$ cat src/rtl/owtr_pkg.sv
`timescale 1ns / 1ps
// ----------------------------------------------------------------------------
// owtr_pkg
// Shared constants, types and helpers of the 1-Wire temperature reader.
// ----------------------------------------------------------------------------
package owtr_pkg;

    localparam int TIMER_BITS = 16;
    localparam int MAG_W      = 16;
    localparam int CFG_IDX_W  = 3;
    localparam int CFG_DATA_W = 10;
    localparam int UNITS_W    = 10;
    localparam int TPU_W      = 8;
    localparam int PROD_W     = UNITS_W + TPU_W;
    localparam int WIDE_W     = (TIMER_BITS > PROD_W) ? TIMER_BITS : PROD_W;
    localparam int PHASE_W    = 4;

    // register indexes
    localparam logic [CFG_IDX_W-1:0] REG_TICKS_PER_UNIT = 3'd0;
    localparam logic [CFG_IDX_W-1:0] REG_RESET_LOW      = 3'd1;
    localparam logic [CFG_IDX_W-1:0] REG_RESET_RELEASE  = 3'd2;
    localparam logic [CFG_IDX_W-1:0] REG_POLL_LIMIT     = 3'd3;
    localparam logic [CFG_IDX_W-1:0] REG_WRITE_SLOT     = 3'd4;
    localparam logic [CFG_IDX_W-1:0] REG_READ_RECOVERY  = 3'd5;

    // bus sequencer phases
    localparam logic [PHASE_W-1:0] PH_IDLE    = 4'd0;
    localparam logic [PHASE_W-1:0] PH_RST_LOW = 4'd1;
    localparam logic [PHASE_W-1:0] PH_RST_REL = 4'd2;
    localparam logic [PHASE_W-1:0] PH_PRES_HI = 4'd3;
    localparam logic [PHASE_W-1:0] PH_PRES_LO = 4'd4;
    localparam logic [PHASE_W-1:0] PH_WR_LOW  = 4'd5;
    localparam logic [PHASE_W-1:0] PH_WR_REL  = 4'd6;
    localparam logic [PHASE_W-1:0] PH_RD_LOW  = 4'd7;
    localparam logic [PHASE_W-1:0] PH_RD_SAMP = 4'd8;
    localparam logic [PHASE_W-1:0] PH_RD_REC  = 4'd9;

    // bus commands
    localparam logic [7:0] CMD_SKIP_ROM = 8'hCC;
    localparam logic [7:0] CMD_CONVERT  = 8'h44;
    localparam logic [7:0] CMD_READ_PAD = 8'hBE;

    localparam logic [UNITS_W-1:0] SHORT_UNITS = 10'd2;
    localparam logic [UNITS_W-1:0] ONE_UNIT    = 10'd1;
    localparam logic [4:0]         NEG_MASK    = 5'h1F;

    typedef logic [TIMER_BITS-1:0] t_ticks;

    typedef struct packed {
        t_ticks     rst_low;
        t_ticks     rst_rel;
        t_ticks     unit_m1;
        t_ticks     slot_short;
        t_ticks     slot_long;
        t_ticks     rec;
        logic [7:0] poll_limit;
    } t_timing;

    typedef struct packed {
        logic             drive_low;
        logic             busy_res;
        logic             done_res;
        logic             presence_error;
        logic             temp_negative;
        logic [MAG_W-1:0] temp_magnitude;
    } t_result;

    function automatic logic [7:0] cmd_byte(input logic [1:0] idx);
        logic [7:0] b;
        case (idx)
            2'd0:    b = CMD_SKIP_ROM;
            2'd1:    b = CMD_CONVERT;
            2'd2:    b = CMD_SKIP_ROM;
            default: b = CMD_READ_PAD;
        endcase
        return b;
    endfunction

    // units times ticks per unit, saturated, never below one tick
    function automatic t_ticks dur(input logic [UNITS_W-1:0] units,
                                   input logic [TPU_W-1:0] tpu);
        logic [PROD_W-1:0] p;
        logic [WIDE_W-1:0] pw;
        logic [WIDE_W-1:0] cap;
        t_ticks            res;
        p   = PROD_W'(units) * PROD_W'(tpu);
        pw  = WIDE_W'(p);
        cap = WIDE_W'({TIMER_BITS{1'b1}});
        if (pw > cap) begin
            res = '1;
        end else begin
            res = TIMER_BITS'(pw);
        end
        if (res == '0) begin
            res = TIMER_BITS'(1);
        end
        return res;
    endfunction

endpackage

$ cat src/rtl/owtr_in_if.sv
`timescale 1ns / 1ps
// ----------------------------------------------------------------------------
// owtr_in_if
// Input channel: one item per timebase tick with start request and line level.
// ----------------------------------------------------------------------------
interface owtr_in_if;
    logic valid;
    logic ready;
    logic start_request;
    logic line_level;

    modport source (output valid, output start_request, output line_level, input ready);
    modport sink   (input valid, input start_request, input line_level, output ready);
endinterface

$ cat src/rtl/owtr_out_if.sv
`timescale 1ns / 1ps
// ----------------------------------------------------------------------------
// owtr_out_if
// Result channel: bus drive, status flags and the temperature result.
// ----------------------------------------------------------------------------
interface owtr_out_if;
    import owtr_pkg::*;
    logic             valid;
    logic             ready;
    logic             drive_low;
    logic             busy_res;
    logic             done_res;
    logic             presence_error;
    logic             temp_negative;
    logic [MAG_W-1:0] temp_magnitude;

    modport source (output valid, output drive_low, output busy_res, output done_res,
                    output presence_error, output temp_negative, output temp_magnitude,
                    input ready);
    modport sink   (input valid, input drive_low, input busy_res, input done_res,
                    input presence_error, input temp_negative, input temp_magnitude,
                    output ready);
endinterface

$ cat src/rtl/owtr_cfg.sv
`timescale 1ns / 1ps
// ----------------------------------------------------------------------------
// owtr_cfg
// Configuration registers and the registered slot durations in ticks.
// ----------------------------------------------------------------------------
module owtr_cfg (
    input  logic                              i_clk,
    input  logic                              i_rst_n,
    input  logic                              i_cfg_we,
    input  logic [owtr_pkg::CFG_IDX_W-1:0]    i_cfg_idx,
    input  logic [owtr_pkg::CFG_DATA_W-1:0]   i_cfg_data,
    output owtr_pkg::t_timing                 o_timing
);
    import owtr_pkg::*;

    logic [7:0] r_tpu;
    logic [9:0] r_rst_low;
    logic [7:0] r_rst_rel;
    logic [7:0] r_poll_limit;
    logic [7:0] r_slot;
    logic [7:0] r_rec;
    t_timing    r_timing;
    t_timing    n_timing;

    always_ff @(posedge i_clk) begin
        if (!i_rst_n) begin
            r_tpu        <= 8'd1;
            r_rst_low    <= 10'd75;
            r_rst_rel    <= 8'd2;
            r_poll_limit <= 8'd20;
            r_slot       <= 8'd6;
            r_rec        <= 8'd5;
        end else if (i_cfg_we) begin
            unique case (i_cfg_idx)
                REG_TICKS_PER_UNIT: r_tpu        <= i_cfg_data[7:0];
                REG_RESET_LOW:      r_rst_low    <= i_cfg_data;
                REG_RESET_RELEASE:  r_rst_rel    <= i_cfg_data[7:0];
                REG_POLL_LIMIT:     r_poll_limit <= i_cfg_data[7:0];
                REG_WRITE_SLOT:     r_slot       <= i_cfg_data[7:0];
                REG_READ_RECOVERY:  r_rec        <= i_cfg_data[7:0];
                default: begin
                end
            endcase
        end
    end

    always_comb begin
        n_timing.rst_low    = dur(r_rst_low, r_tpu);
        n_timing.rst_rel    = dur(UNITS_W'(r_rst_rel), r_tpu);
        n_timing.unit_m1    = dur(ONE_UNIT, r_tpu) - TIMER_BITS'(1);
        n_timing.slot_short = dur(SHORT_UNITS, r_tpu);
        n_timing.slot_long  = dur(UNITS_W'(r_slot), r_tpu);
        n_timing.rec        = dur(UNITS_W'(r_rec), r_tpu);
        n_timing.poll_limit = r_poll_limit;
    end

    always_ff @(posedge i_clk) begin
        if (!i_rst_n) begin
            r_timing.rst_low    <= TIMER_BITS'(75);
            r_timing.rst_rel    <= TIMER_BITS'(2);
            r_timing.unit_m1    <= '0;
            r_timing.slot_short <= TIMER_BITS'(2);
            r_timing.slot_long  <= TIMER_BITS'(6);
            r_timing.rec        <= TIMER_BITS'(5);
            r_timing.poll_limit <= 8'd20;
        end else begin
            r_timing <= n_timing;
        end
    end

    assign o_timing = r_timing;

endmodule

$ cat src/rtl/owtr_core.sv
`timescale 1ns / 1ps
// ----------------------------------------------------------------------------
// owtr_core
// Bus sequencer state and the per-tick step: reset, presence, command
// writes, scratchpad read and result conversion.
// ----------------------------------------------------------------------------
module owtr_core (
    input  logic                i_clk,
    input  logic                i_rst_n,
    input  logic                i_step,
    input  logic                i_start,
    input  logic                i_line,
    input  owtr_pkg::t_timing   i_timing,
    output owtr_pkg::t_result   o_result
);
    import owtr_pkg::*;

    logic [PHASE_W-1:0] r_phase, n_phase;
    t_ticks             r_tc, n_tc;
    logic [7:0]         r_poll, n_poll;
    logic [2:0]         r_bit, n_bit;
    logic [1:0]         r_byte, n_byte;
    logic [7:0]         r_shift, n_shift;
    logic [7:0]         r_low, n_low;
    logic               r_err, n_err;
    logic               r_sign, n_sign;
    logic [MAG_W-1:0]   r_val, n_val;

    logic [PHASE_W-1:0] ph;
    t_ticks             tc;
    t_ticks             tcd;
    logic               drive;
    logic               busy;
    logic               done;
    logic [1:0]         wb_idx;
    logic [7:0]         wb_cmd;
    t_ticks             wb_tc;
    logic [2:0]         bit_inc;
    logic [7:0]         shift_dn;
    logic [15:0]        raw;

    always_comb begin
        n_phase = r_phase;
        n_tc    = r_tc;
        n_poll  = r_poll;
        n_bit   = r_bit;
        n_byte  = r_byte;
        n_shift = r_shift;
        n_low   = r_low;
        n_err   = r_err;
        n_sign  = r_sign;
        n_val   = r_val;
        drive   = 1'b0;
        busy    = 1'b1;
        done    = 1'b0;

        ph = (r_phase > PH_RD_REC) ? PH_IDLE : r_phase;
        tc = r_tc;
        if (ph == PH_IDLE && i_start) begin
            n_err  = 1'b0;
            n_byte = 2'd0;
            n_bit  = 3'd0;
            ph     = PH_RST_LOW;
            tc     = i_timing.rst_low;
        end
        tcd = (tc != '0) ? tc - TIMER_BITS'(1) : '0;
        n_phase = ph;
        n_tc    = tc;

        // next command byte and its first bit
        wb_idx   = (ph == PH_WR_REL) ? r_byte + 2'd1 : r_byte;
        wb_cmd   = cmd_byte(wb_idx);
        wb_tc    = wb_cmd[0] ? i_timing.slot_short : i_timing.slot_long;
        bit_inc  = r_bit + 3'd1;
        shift_dn = {1'b0, r_shift[7:1]};
        raw      = {r_shift, r_low};

        case (ph)
            PH_RST_LOW: begin
                drive = 1'b1;
                if (tcd == '0) begin
                    n_phase = PH_RST_REL;
                    n_tc    = i_timing.rst_rel;
                end else begin
                    n_tc = tcd;
                end
            end
            PH_RST_REL: begin
                if (tcd == '0) begin
                    n_phase = PH_PRES_HI;
                    n_tc    = '0;
                    n_poll  = 8'd0;
                end else begin
                    n_tc = tcd;
                end
            end
            PH_PRES_HI: begin
                if (tc != '0) begin
                    n_tc = tcd;
                end else if (r_poll >= i_timing.poll_limit) begin
                    n_err   = 1'b1;
                    n_shift = wb_cmd;
                    n_bit   = 3'd0;
                    n_phase = PH_WR_LOW;
                    n_tc    = wb_tc;
                end else if (i_line) begin
                    n_poll = r_poll + 8'd1;
                    n_tc   = i_timing.unit_m1;
                end else if (i_timing.poll_limit == 8'd0) begin
                    n_poll  = 8'd0;
                    n_err   = 1'b1;
                    n_shift = wb_cmd;
                    n_bit   = 3'd0;
                    n_phase = PH_WR_LOW;
                    n_tc    = wb_tc;
                end else begin
                    n_phase = PH_PRES_LO;
                    n_poll  = 8'd1;
                    n_tc    = i_timing.unit_m1;
                end
            end
            PH_PRES_LO: begin
                if (tc != '0) begin
                    n_tc = tcd;
                end else if (r_poll >= i_timing.poll_limit || i_line) begin
                    if (r_poll >= i_timing.poll_limit) begin
                        n_err = 1'b1;
                    end
                    n_shift = wb_cmd;
                    n_bit   = 3'd0;
                    n_phase = PH_WR_LOW;
                    n_tc    = wb_tc;
                end else begin
                    n_poll = r_poll + 8'd1;
                    n_tc   = i_timing.unit_m1;
                end
            end
            PH_WR_LOW: begin
                drive = 1'b1;
                if (tcd == '0) begin
                    n_phase = PH_WR_REL;
                    n_tc    = r_shift[0] ? i_timing.slot_long : i_timing.slot_short;
                end else begin
                    n_tc = tcd;
                end
            end
            PH_WR_REL: begin
                if (tcd != '0) begin
                    n_tc = tcd;
                end else if (bit_inc != 3'd0) begin
                    n_shift = shift_dn;
                    n_bit   = bit_inc;
                    n_phase = PH_WR_LOW;
                    n_tc    = shift_dn[0] ? i_timing.slot_short : i_timing.slot_long;
                end else if (r_byte == 2'd1) begin
                    n_shift = shift_dn;
                    n_bit   = bit_inc;
                    n_byte  = 2'd2;
                    n_phase = PH_RST_LOW;
                    n_tc    = i_timing.rst_low;
                end else if (r_byte == 2'd3) begin
                    n_bit   = bit_inc;
                    n_byte  = 2'd0;
                    n_shift = 8'd0;
                    n_phase = PH_RD_LOW;
                    n_tc    = i_timing.slot_short;
                end else begin
                    n_byte  = wb_idx;
                    n_shift = wb_cmd;
                    n_bit   = 3'd0;
                    n_phase = PH_WR_LOW;
                    n_tc    = wb_tc;
                end
            end
            PH_RD_LOW: begin
                drive = 1'b1;
                if (tcd == '0) begin
                    n_phase = PH_RD_SAMP;
                    n_tc    = TIMER_BITS'(1);
                end else begin
                    n_tc = tcd;
                end
            end
            PH_RD_SAMP: begin
                n_shift = {i_line, r_shift[7:1]};
                n_phase = PH_RD_REC;
                n_tc    = i_timing.rec;
            end
            PH_RD_REC: begin
                if (tcd != '0) begin
                    n_tc = tcd;
                end else if (bit_inc != 3'd0) begin
                    n_bit   = bit_inc;
                    n_phase = PH_RD_LOW;
                    n_tc    = i_timing.slot_short;
                end else if (r_byte == 2'd0) begin
                    n_bit   = bit_inc;
                    n_low   = r_shift;
                    n_byte  = 2'd1;
                    n_shift = 8'd0;
                    n_phase = PH_RD_LOW;
                    n_tc    = i_timing.slot_short;
                end else begin
                    n_bit   = bit_inc;
                    n_tc    = '0;
                    if (raw[15:11] == NEG_MASK) begin
                        n_sign = 1'b1;
                        n_val  = MAG_W'(~raw + 16'd1);
                    end else begin
                        n_sign = 1'b0;
                        n_val  = MAG_W'(raw);
                    end
                    done    = 1'b1;
                    n_byte  = 2'd0;
                    n_phase = PH_IDLE;
                end
            end
            default: begin
                busy = 1'b0;
            end
        endcase
    end

    always_ff @(posedge i_clk) begin
        if (!i_rst_n) begin
            r_phase <= PH_IDLE;
            r_tc    <= '0;
            r_poll  <= '0;
            r_bit   <= '0;
            r_byte  <= '0;
            r_shift <= '0;
            r_low   <= '0;
            r_err   <= 1'b0;
            r_sign  <= 1'b0;
            r_val   <= '0;
        end else if (i_step) begin
            r_phase <= n_phase;
            r_tc    <= n_tc;
            r_poll  <= n_poll;
            r_bit   <= n_bit;
            r_byte  <= n_byte;
            r_shift <= n_shift;
            r_low   <= n_low;
            r_err   <= n_err;
            r_sign  <= n_sign;
            r_val   <= n_val;
        end
    end

    assign o_result.drive_low      = drive;
    assign o_result.busy_res       = busy;
    assign o_result.done_res       = done;
    assign o_result.presence_error = n_err;
    assign o_result.temp_negative  = n_sign;
    assign o_result.temp_magnitude = n_val;

    a_done_busy: assert property (@(posedge i_clk) disable iff (!i_rst_n)
        i_step && done |-> busy)
        else $error("done without busy");

    a_done_idle: assert property (@(posedge i_clk) disable iff (!i_rst_n)
        i_step && done |=> r_phase == PH_IDLE && r_byte == 2'd0)
        else $error("sequencer not idle after done");

    a_idle_counts: assert property (@(posedge i_clk) disable iff (!i_rst_n)
        r_phase == PH_IDLE |-> r_bit == 3'd0 && r_byte == 2'd0)
        else $error("bit or byte count left over in idle");

    a_hold: assert property (@(posedge i_clk) disable iff (!i_rst_n)
        !i_step |=> $stable(r_phase) && $stable(r_tc) && $stable(r_val))
        else $error("state moved without an item");

endmodule

$ cat src/rtl/one_wire_temp_reader_top.sv
`timescale 1ns / 1ps
// ----------------------------------------------------------------------------
// one_wire_temp_reader_top
// 1-Wire master that reads a temperature sensor, one item per timebase tick.
// ----------------------------------------------------------------------------
// path: input item through the input register, then the result register;
//   one result item for every input item
// throughput: one item per cycle unless a held result waits for ready
// reset: synchronous, active low; sequencer idle, result valid low, registers
//   at their defaults; configuration acts after the cfg and timing registers
module one_wire_temp_reader_top (
    input  logic                            i_clk,
    input  logic                            i_rst_n,
    input  logic                            i_cfg_we,
    input  logic [owtr_pkg::CFG_IDX_W-1:0]  i_cfg_idx,
    input  logic [owtr_pkg::CFG_DATA_W-1:0] i_cfg_data,
    owtr_in_if.sink                         i_item,
    owtr_out_if.source                      o_result
);
    import owtr_pkg::*;

    t_timing timing;
    t_result step_res;
    t_result r_out;
    logic    r_in_valid;
    logic    r_in_start;
    logic    r_in_line;
    logic    r_out_valid;
    logic    step_go;
    logic    in_ready;

    assign step_go  = r_in_valid && (!r_out_valid || o_result.ready);
    assign in_ready = !r_in_valid || step_go;

    owtr_cfg u_cfg (
        .i_clk      (i_clk),
        .i_rst_n    (i_rst_n),
        .i_cfg_we   (i_cfg_we),
        .i_cfg_idx  (i_cfg_idx),
        .i_cfg_data (i_cfg_data),
        .o_timing   (timing)
    );

    owtr_core u_core (
        .i_clk    (i_clk),
        .i_rst_n  (i_rst_n),
        .i_step   (step_go),
        .i_start  (r_in_start),
        .i_line   (r_in_line),
        .i_timing (timing),
        .o_result (step_res)
    );

    always_ff @(posedge i_clk) begin
        if (!i_rst_n) begin
            r_in_valid <= 1'b0;
        end else if (in_ready) begin
            r_in_valid <= i_item.valid;
        end
    end

    always_ff @(posedge i_clk) begin
        if (in_ready && i_item.valid) begin
            r_in_start <= i_item.start_request;
            r_in_line  <= i_item.line_level;
        end
    end

    always_ff @(posedge i_clk) begin
        if (!i_rst_n) begin
            r_out_valid <= 1'b0;
        end else if (step_go) begin
            r_out_valid <= 1'b1;
        end else if (o_result.ready) begin
            r_out_valid <= 1'b0;
        end
    end

    always_ff @(posedge i_clk) begin
        if (step_go) begin
            r_out <= step_res;
        end
    end

    assign i_item.ready            = in_ready;
    assign o_result.valid          = r_out_valid;
    assign o_result.drive_low      = r_out.drive_low;
    assign o_result.busy_res       = r_out.busy_res;
    assign o_result.done_res       = r_out.done_res;
    assign o_result.presence_error = r_out.presence_error;
    assign o_result.temp_negative  = r_out.temp_negative;
    assign o_result.temp_magnitude = r_out.temp_magnitude;

endmodule

$ cat src/flat_wrapper.sv
// flat-port wrapper written by rule: the top's interface ports become plain ports
module one_wire_temp_reader_top_flat import owtr_pkg::*;
  (i_clk, i_rst_n, i_cfg_we, i_cfg_idx, i_cfg_data, i_item_valid, i_item_start_request, i_item_line_level, i_item_ready, o_result_valid, o_result_drive_low, o_result_busy_res, o_result_done_res, o_result_presence_error, o_result_temp_negative, o_result_temp_magnitude, o_result_ready);
  owtr_in_if i_item_i ();
  owtr_out_if o_result_i ();
  input  logic i_clk;
  input  logic i_rst_n;
  input  logic i_cfg_we;
  input  logic [owtr_pkg::CFG_IDX_W-1:0] i_cfg_idx;
  input  logic [owtr_pkg::CFG_DATA_W-1:0] i_cfg_data;
  input wire logic [$bits(i_item_i.valid)-1:0] i_item_valid;
  input wire logic [$bits(i_item_i.start_request)-1:0] i_item_start_request;
  input wire logic [$bits(i_item_i.line_level)-1:0] i_item_line_level;
  output wire logic [$bits(i_item_i.ready)-1:0] i_item_ready;
  output wire logic [$bits(o_result_i.valid)-1:0] o_result_valid;
  output wire logic [$bits(o_result_i.drive_low)-1:0] o_result_drive_low;
  output wire logic [$bits(o_result_i.busy_res)-1:0] o_result_busy_res;
  output wire logic [$bits(o_result_i.done_res)-1:0] o_result_done_res;
  output wire logic [$bits(o_result_i.presence_error)-1:0] o_result_presence_error;
  output wire logic [$bits(o_result_i.temp_negative)-1:0] o_result_temp_negative;
  output wire logic [$bits(o_result_i.temp_magnitude)-1:0] o_result_temp_magnitude;
  input wire logic [$bits(o_result_i.ready)-1:0] o_result_ready;
  assign i_item_i.valid = i_item_valid;
  assign i_item_i.start_request = i_item_start_request;
  assign i_item_i.line_level = i_item_line_level;
  assign i_item_ready = i_item_i.ready;
  assign o_result_valid = o_result_i.valid;
  assign o_result_drive_low = o_result_i.drive_low;
  assign o_result_busy_res = o_result_i.busy_res;
  assign o_result_done_res = o_result_i.done_res;
  assign o_result_presence_error = o_result_i.presence_error;
  assign o_result_temp_negative = o_result_i.temp_negative;
  assign o_result_temp_magnitude = o_result_i.temp_magnitude;
  assign o_result_i.ready = o_result_ready;
  one_wire_temp_reader_top u_core (.i_clk(i_clk), .i_rst_n(i_rst_n), .i_cfg_we(i_cfg_we), .i_cfg_idx(i_cfg_idx), .i_cfg_data(i_cfg_data), .i_item(i_item_i), .o_result(o_result_i));
endmodule
$ cat config.mk
export PLATFORM = sky130hd
export DESIGN_NAME = one_wire_temp_reader_top_flat
export DESIGN_NICKNAME = d
export VERILOG_FILES = /design/src/rtl/owtr_pkg.sv /design/src/rtl/owtr_in_if.sv /design/src/rtl/owtr_out_if.sv /design/src/rtl/owtr_cfg.sv /design/src/rtl/owtr_core.sv /design/src/rtl/one_wire_temp_reader_top.sv /design/src/flat_wrapper.sv
export SDC_FILE = /design/constraint.sdc
export NUM_CORES = 1
export LEC_CHECK = 0
export BUFFER_PORTS_ARGS = -buffer_cell sky130_fd_sc_hd__buf_4
export CAP_MARGIN = 20
export CORE_MARGIN = 2
export CORE_UTILIZATION = 46
export DETAILED_ROUTE_END_ITERATION = 16
export PLACE_DENSITY = 0.7
export SLEW_MARGIN = 20
export SYNTH_ARGS = -nofsm -noshare
export SYNTH_HDL_FRONTEND = slang
export SYNTH_SLANG_ARGS = --single-unit
$ cat constraint.sdc
create_clock -name i_clk -period 6.7 [get_ports i_clk]
set_clock_uncertainty 0.15 [all_clocks]
set_input_delay 0.335 -clock i_clk [delete_from_list [all_inputs] [get_ports i_clk]]
set_output_delay 0.335 -clock i_clk [all_outputs]
set_load 0.02 [all_outputs]
# Word level (Yosys, flattened, before mapping)

Index checks and enable logic that the tools add are counted.

Multipliers: 4
Reduce and logical (&&, ||, !) cells: 44
Multiplexer cells: 120
$add $sub $neg: 6
Bitwise gates (word level): 5
Equality and inequality tests: 31
Order comparisons: 3

Operators with widths:

| kind                                                            | number |
|---|---|
| two-way mux 16 bit                                              | 28 |
| two-way mux 8 bit                                               | 20 |
| one-hot mux 16 bit (9 select lines)                             | 1 |
| zero test 16 bit                                                | 7 |
| two-way mux 3 bit                                               | 18 |
| two-way mux 4 bit                                               | 13 |
| multiplier 8 x 8 -> 16 bit                                      | 3 |
| one-hot mux 8 bit (5 select lines)                              | 1 |
| one-hot mux 4 bit (9 select lines)                              | 1 |
| nonzero test 16 bit                                             | 2 |
| subtractor 16 x 1 -> 16 bit, second input constant              | 2 |
| one-hot mux 8 bit (3 select lines)                              | 1 |
| two-way mux 2 bit                                               | 11 |
| two-way mux 1 bit                                               | 21 |
| inequality test 2 bit, second input constant                    | 10 |
| greater-than comparator 18 x 16 -> 1 bit, second input constant | 1 |
| multiplier 10 x 8 -> 18 bit                                     | 1 |
| adder 16 x 1 -> 16 bit, second input constant                   | 1 |
| equality test 4 x 3 -> 1 bit, second input constant             | 4 |
| NOT 16 bit                                                      | 1 |
| one-hot mux 8 bit (2 select lines)                              | 1 |
| one-hot mux 3 bit (4 select lines)                              | 1 |
| AND reduction 2 bit                                             | 6 |
| OR reduction 2 bit                                              | 6 |
| other kinds (34)                                                | 52 |

Logic and storage cells: 251
Input bits: 20
Register bits after elaboration: 246

# Logic depth before layout (Yosys ltp)

Depth in word-level cells: 16
Depth in mapped cells: 23

# Cells and area by module

Synthesis repeated with hierarchy kept, for this count alone.

Cell total of the unflattened synthesis: 2490
Area, all modules: 21075.2 sq um

Modules (own cells, without submodules):

| module                   | times used | cells an instance | sequential area each (sq um) | area each (sq um) |
|---|---|---|---|---|
| owtr_cfg                 | 1          | 1555              | 2922.8                       | 13589.3 |
| owtr_core                | 1          | 903               | 1341.3                       | 6691.4 |
| one_wire_temp_reader_top | 1          | 32                | 730.7                        | 794.5 |

# Worst setup path before layout

No wires, ideal clock.

Path type: register -> register
Start point: reg u_core.u_cfg.r_tpu[4]
End point: reg u_core.u_cfg.r_timing (netlist bit u_core.u_cfg.o_timing[88])
Buffers on the path: 2
Cell stages (with the launch flop): 19
Arrival: 5.221 ns
Period minus slack after synthesis: 5.433 ns
Slack: 1.267 ns
Cells stage by stage: dfxtp_1 -> clkbuf_1 -> clkbuf_1 -> nand2_1 -> fa_1 -> fa_1 -> inv_1 -> fa_1 -> inv_1 -> fa_1 -> inv_1 -> ha_1 -> o21a_1 -> o41ai_1 -> o21ai_0 -> xor2_1 -> or3_1 -> or4_1 -> nand3_1

Longest elaborated chain between the ends: 5

RTL lines:

| item                                     | RTL line       | text |
|---|---|---|
| start, declared                          | owtr_cfg.sv:16 | `logic [7:0] r_tpu;` |
| start signal, assigned                   | owtr_cfg.sv:35 | `REG_TICKS_PER_UNIT: r_tpu <= i_cfg_data[7:0];` |
| multiplier 10 x 8 -> 18 bit (*)          | owtr_pkg.sv:86 | `p = PROD_W'(units) * PROD_W'(tpu);` |
| greater-than comparator 18 x 16 -> 1 bit | owtr_pkg.sv:89 | `if (pw > cap) begin` |
| two-way mux 16 bit (*)                   | owtr_pkg.sv:89 |  |
| zero test 16 bit                         | owtr_pkg.sv:94 | `if (res == '0) begin` |
| OR reduction 2 bit (no line)             | n/a            |  |
| end signal, assigned                     | owtr_cfg.sv:67 | `r_timing <= n_timing;` |
| end, declared                            | owtr_cfg.sv:22 | `t_timing r_timing;` |

Mark *: on every way between the ends. The rest lies on a longest branch, timed or not.
A chain may end at the register's enable or synchronous reset.

# Final worst setup path

Start point: reg u_core.u_core.r_phase[1]
End point: reg u_core.u_core.r_shift[0]

Longest elaborated chain between the ends: 10
Elaborated cells between the ends (all ways): 27
Classes of those cells: add/sub: 1; order compare: 1; eq/ne: 14; mux: 5; reduce/logical: 6

RTL lines:

| item                                                                      | RTL line                                           | text |
|---|---|---|
| start, declared                                                           | owtr_core.sv:18                                    | `logic [PHASE_W-1:0] r_phase, n_phase;` |
| start signal, assigned                                                    | owtr_core.sv:237                                   | `r_phase <= n_phase;` |
| greater-than comparator 4 bit                                             | owtr_core.sv:57                                    | `ph = (r_phase > PH_RD_REC) ? PH_IDLE : r_phase;` |
| two-way mux 4 bit (*)                                                     | owtr_core.sv:57                                    |  |
| zero test 4 bit                                                           | owtr_core.sv:59                                    | `if (ph == PH_IDLE && i_start) begin` |
| logical AND 1 bit                                                         | owtr_core.sv:59                                    |  |
| two-way mux 16 bit                                                        | owtr_core.sv:59                                    |  |
| subtractor 16 x 1 -> 16 bit / nonzero test 16 bit (equally long branches) | owtr_core.sv:66, owtr_core.sv:98, owtr_core.sv:123 |  |
| two-way mux 16 bit                                                        | owtr_core.sv:66                                    | `tcd = (tc != '0) ? tc - TIMER_BITS'(1) : '0;` |
| nonzero test 16 bit                                                       | owtr_core.sv:148, owtr_core.sv:190                 |  |
| inequality test 2 bit (no line)                                           | n/a                                                |  |
| AND reduction 11 bit (no line)                                            | n/a                                                |  |
| end signal, assigned                                                      | owtr_core.sv:242                                   | `r_shift <= n_shift;` |
| end, declared                                                             | owtr_core.sv:23                                    | `logic [7:0] r_shift, n_shift;` |

Marked as above.

==> impl_metrics.json <==
{
  "rows": 76,
  "fin_setup_tns_ps": 0,
  "yosys.area_share.xor_xnor_pct": 3.111,
  "syn_to_final_growth_pct": 9.273,
  "die_width_um": 213.9,
  "htree_levels": 1,
  "hold_path_class": "input port to register",
  "synthAdderAreaFrac_pct": 25.53,
  "cp_max_fo": 24,
  "end_kind": "register",
  "rsz0062_at_grt": "no",
  "drive_gt1_share_pct": 6.306,
  "critical_path.slowest_cell": "or4_1",
  "cts_tree": "yes",
  "crit_path_start_kind": "register",
  "io_buffers": 42,
  "via_per_inst": 5.673,
  "cts_buffer_depth": 3,
  "synth_top_area_share_pct": 21.24,
  "whs_ps": 55.50,
  "yosysUniqueCellTypes": 75,
  "antenna_found_initial": 0,
  "post_cts_resize_count": 0,
  "vias": 17260,
  "synth-simple-area-share_pct": 23.48,
  "core_area_um2": 43270,
  "grt_pass1_wl_mm": 91.81,
  "grt_pass1_vias": 17070,
  "fp.dieH_um": 213.9,
  "grt_usage_pct": 24.64,
  "fmax_mhz": 174.5,
  "synth_top_family_by_area": "adder cells",
  "ys_seq_area_share_pct": 24.65,
  "ios": 43,
  "async_flop_share_pct": 0,
  "routed_wl_mm": 56.39,
  "start_util_pct": 46.84,
  "cp.buffers_inverters": 2,
  "clock_sinks": 238,
  "cts_hold_buffers": 16,
  "power_uw": 3579,
  "worst-setup-path-type": "register to register",
  "synth_top_cell_by_area": "dfxtp_1",
  "peakVddDrop_mv": 0.2180,
  "clock_latency_ps": 590,
  "fp.dieArea_um2": 45750,
  "syn_inst": 2443,
  "setup_violations": 0,
  "ys_ff_latch": 238,
  "worstPathArrival_ps": 6080,
  "clk_pin_slew_ps": 80,
  "fin_cells": 3043,
  "period_needed_ps": 5730,
  "dr.pass1.iters": 10,
  "power_density_nw_per_um2": 161.6,
  "cap_violations": 0,
  "synthFlopType": "dfxtp_1",
  "grt_max_degree": 75,
  "antenna_cells_inserted": 0,
  "synth_compound_area_share_pct": 14.08,
  "drt_iter0_markers": 1521,
  "cp.required_ps": 7050,
  "synthMuxAreaShare_pct": 2.161,
  "drv_slew": 0,
  "cts_root_buf": "clkbuf_16",
  "routabilityCongestion": 1.017,
  "drc": 0,
  "ant_nets": 0,
  "outcome": "complete, no violations",
  "tightest_slew_ps": 1101,
  "synth_common_cells": "nand2_1, inv_1, and2_1",
  "critical_path.top_delay_family": "simple AND/OR/NAND/NOR gates",
  "slew-limit-headroom_pct": 26.03,
  "yosysWarnings": 0,
  "period_share_pct": 85.52,
  "synth_edf_count": 23,
  "synth.area.top_cells": "dfxtp_1, fa_1, ha_1",
  "syn_avg_cell_area_um2": 8.296,
  "path_cells": "or4_1 > a21oi_2 > buf_4 > mux2i_1 > ha_1 > nor3b_1 > xnor2_1 > and4b_1 > o221ai_1 > o41ai_1 > and4b_1 > buf_4 > nor2_1 > or4_1 > or2_0 > a21oi_1",
  "grt_overflow_total": 0,
  "dp_cells": 2979,
  "hold_viol": 0,
  "numCtsBuffers": 26,
  "post-dp-hpwl_mm": 42.86,
  "nets": 2778,
  "post-synth-top-count-cell": "nand2_1",
  "p_leak_uw": 0.009899,
  "wl_per_cell_um": 18.53,
  "layout_setup_ws_ps": 970.4,
  "syn_area_um2": 20270,
  "slowest_delay_ps": 730,
  "post_cts_buffers": 0,
  "dp_slack_ps": 1051
}
==> final timing paths <==
kind,from,end,slack [ps],cells past startpoint
hold reg to reg,u_core.u_cfg.r_poll_limit[6]$_SDFFE_PN0P_,u_core.u_cfg.r_poll_limit[6]$_SDFFE_PN0P_,300,2
hold / removal,i_cfg_idx[0],u_core.u_cfg.r_rst_rel[0]$_SDFFE_PN0P_,60,4
setup / recovery,u_core.u_core.r_phase[1]$_SDFFE_PN0P_,u_core.u_core.r_shift[0]$_SDFFE_PN0P_,970,16
setup reg to reg,u_core.u_core.r_phase[1]$_SDFFE_PN0P_,u_core.u_core.r_shift[0]$_SDFFE_PN0P_,970,16
==> placed cells by master, fill, tap and decap left out, types with 10 or more instances in the layout <==
master	n
a211oi_1	14
nor2b_1	18
and2_1	235
o21a_1	12
clkbuf_16	26
mux2i_1	37
a21oi_1	136
a31oi_1	21
nand4_1	19
inv_1	238
nand3_1	50
edfxtp_1	23
nor2_1	171
or4_1	13
nor3_1	40
a221oi_1	14
dlygate4sd3_1	16
o31ai_1	10
a21o_1	21
fa_1	156
xnor2_1	36
ha_1	164
o211ai_1	14
o221ai_1	18
buf_4	78
nand2_1	313
nand2b_1	20
or3_1	12
a22oi_1	12
o21ai_0	90
dfxtp_1	215
nor4_1	16
and3_1	20
xor2_1	36
==> metrics by stage <==
stage / utilization, % / cell area (um^2)
6_report: 51.19 / 22150
5_1_grt: 51.19 / 22150
4_1_cts: 51.19 / 22150
3_5_place_dp: 48.75 / 21090
3_3_place_gp: 48.75 / 21090
2_1_floorplan: - / 20270
==> cells by family after synthesis <==
group	Yosys count
other cells	1
mux	43
fa+ha+maj	320
buf+inv	369
xor+xnor	72
compound gates	440
simple gates	960
flops	238
==> metal layers <==
layer / vias up / wire length [um] / GRT usage, %
li1: 8211 / - / -
met1: 8278 / 24680 / 33.12
met2: 643 / 25500 / 39.61
met3: 132 / 4060 / 4.502
met4: 0 / 2152 / 9.091
met5: - / 0 / 0
==> registers in the layout (all words and copies together), names as in the netlist, 8 cells and up <==
signal	cells
u_core.u_cfg.r_rec	8
u_core.u_core.r_shift	8
u_core.o_result.temp_magnitude	16
u_core.u_core.r_poll	8
u_core.u_cfg.r_tpu	8
u_core.u_core.r_tc	16
u_core.u_core.r_low	8
u_core.u_cfg.r_rst_rel	8
u_core.u_core.r_val	16
u_core.u_cfg.o_timing	96
u_core.u_cfg.r_rst_low	10
u_core.u_cfg.r_slot	8
u_core.u_cfg.r_poll_limit	8
==> worst register-to-register path, stage by stage, from the launching register on <==
cell and delay [ps]:
dfxtp_1 480, or4_1 670, a21oi_2 180, buf_4 320
mux2i_1 290, ha_1 580, nor3b_1 300, xnor2_1 170
and4b_1 210, o221ai_1 170, o41ai_1 390, and4b_1 270
buf_4 190, nor2_1 80, or4_1 730, or2_0 320
a21oi_1 150
==> cell type report <==
cell class / instances / area [um^2]
tap: 585 / 732.0
clock buffer: 31 / 709.4
fill: 4073 / 21120
timing repair buffer: 94 / 745.7
clock inverter: 17 / 183.9
multi-input combinational: 1838 / 13880
sequential: 238 / 4995
inverter: 240 / 903.4
==> where the power goes <==
part           leakage [uW]  switching (uW)  internal [uW]
Clock              0.000444             649            850
Sequential          0.00195            56.3           1480
Combinational       0.00751             353            196
Total               0.00990            1060           2520
Power figures use the tool's default switching activity.
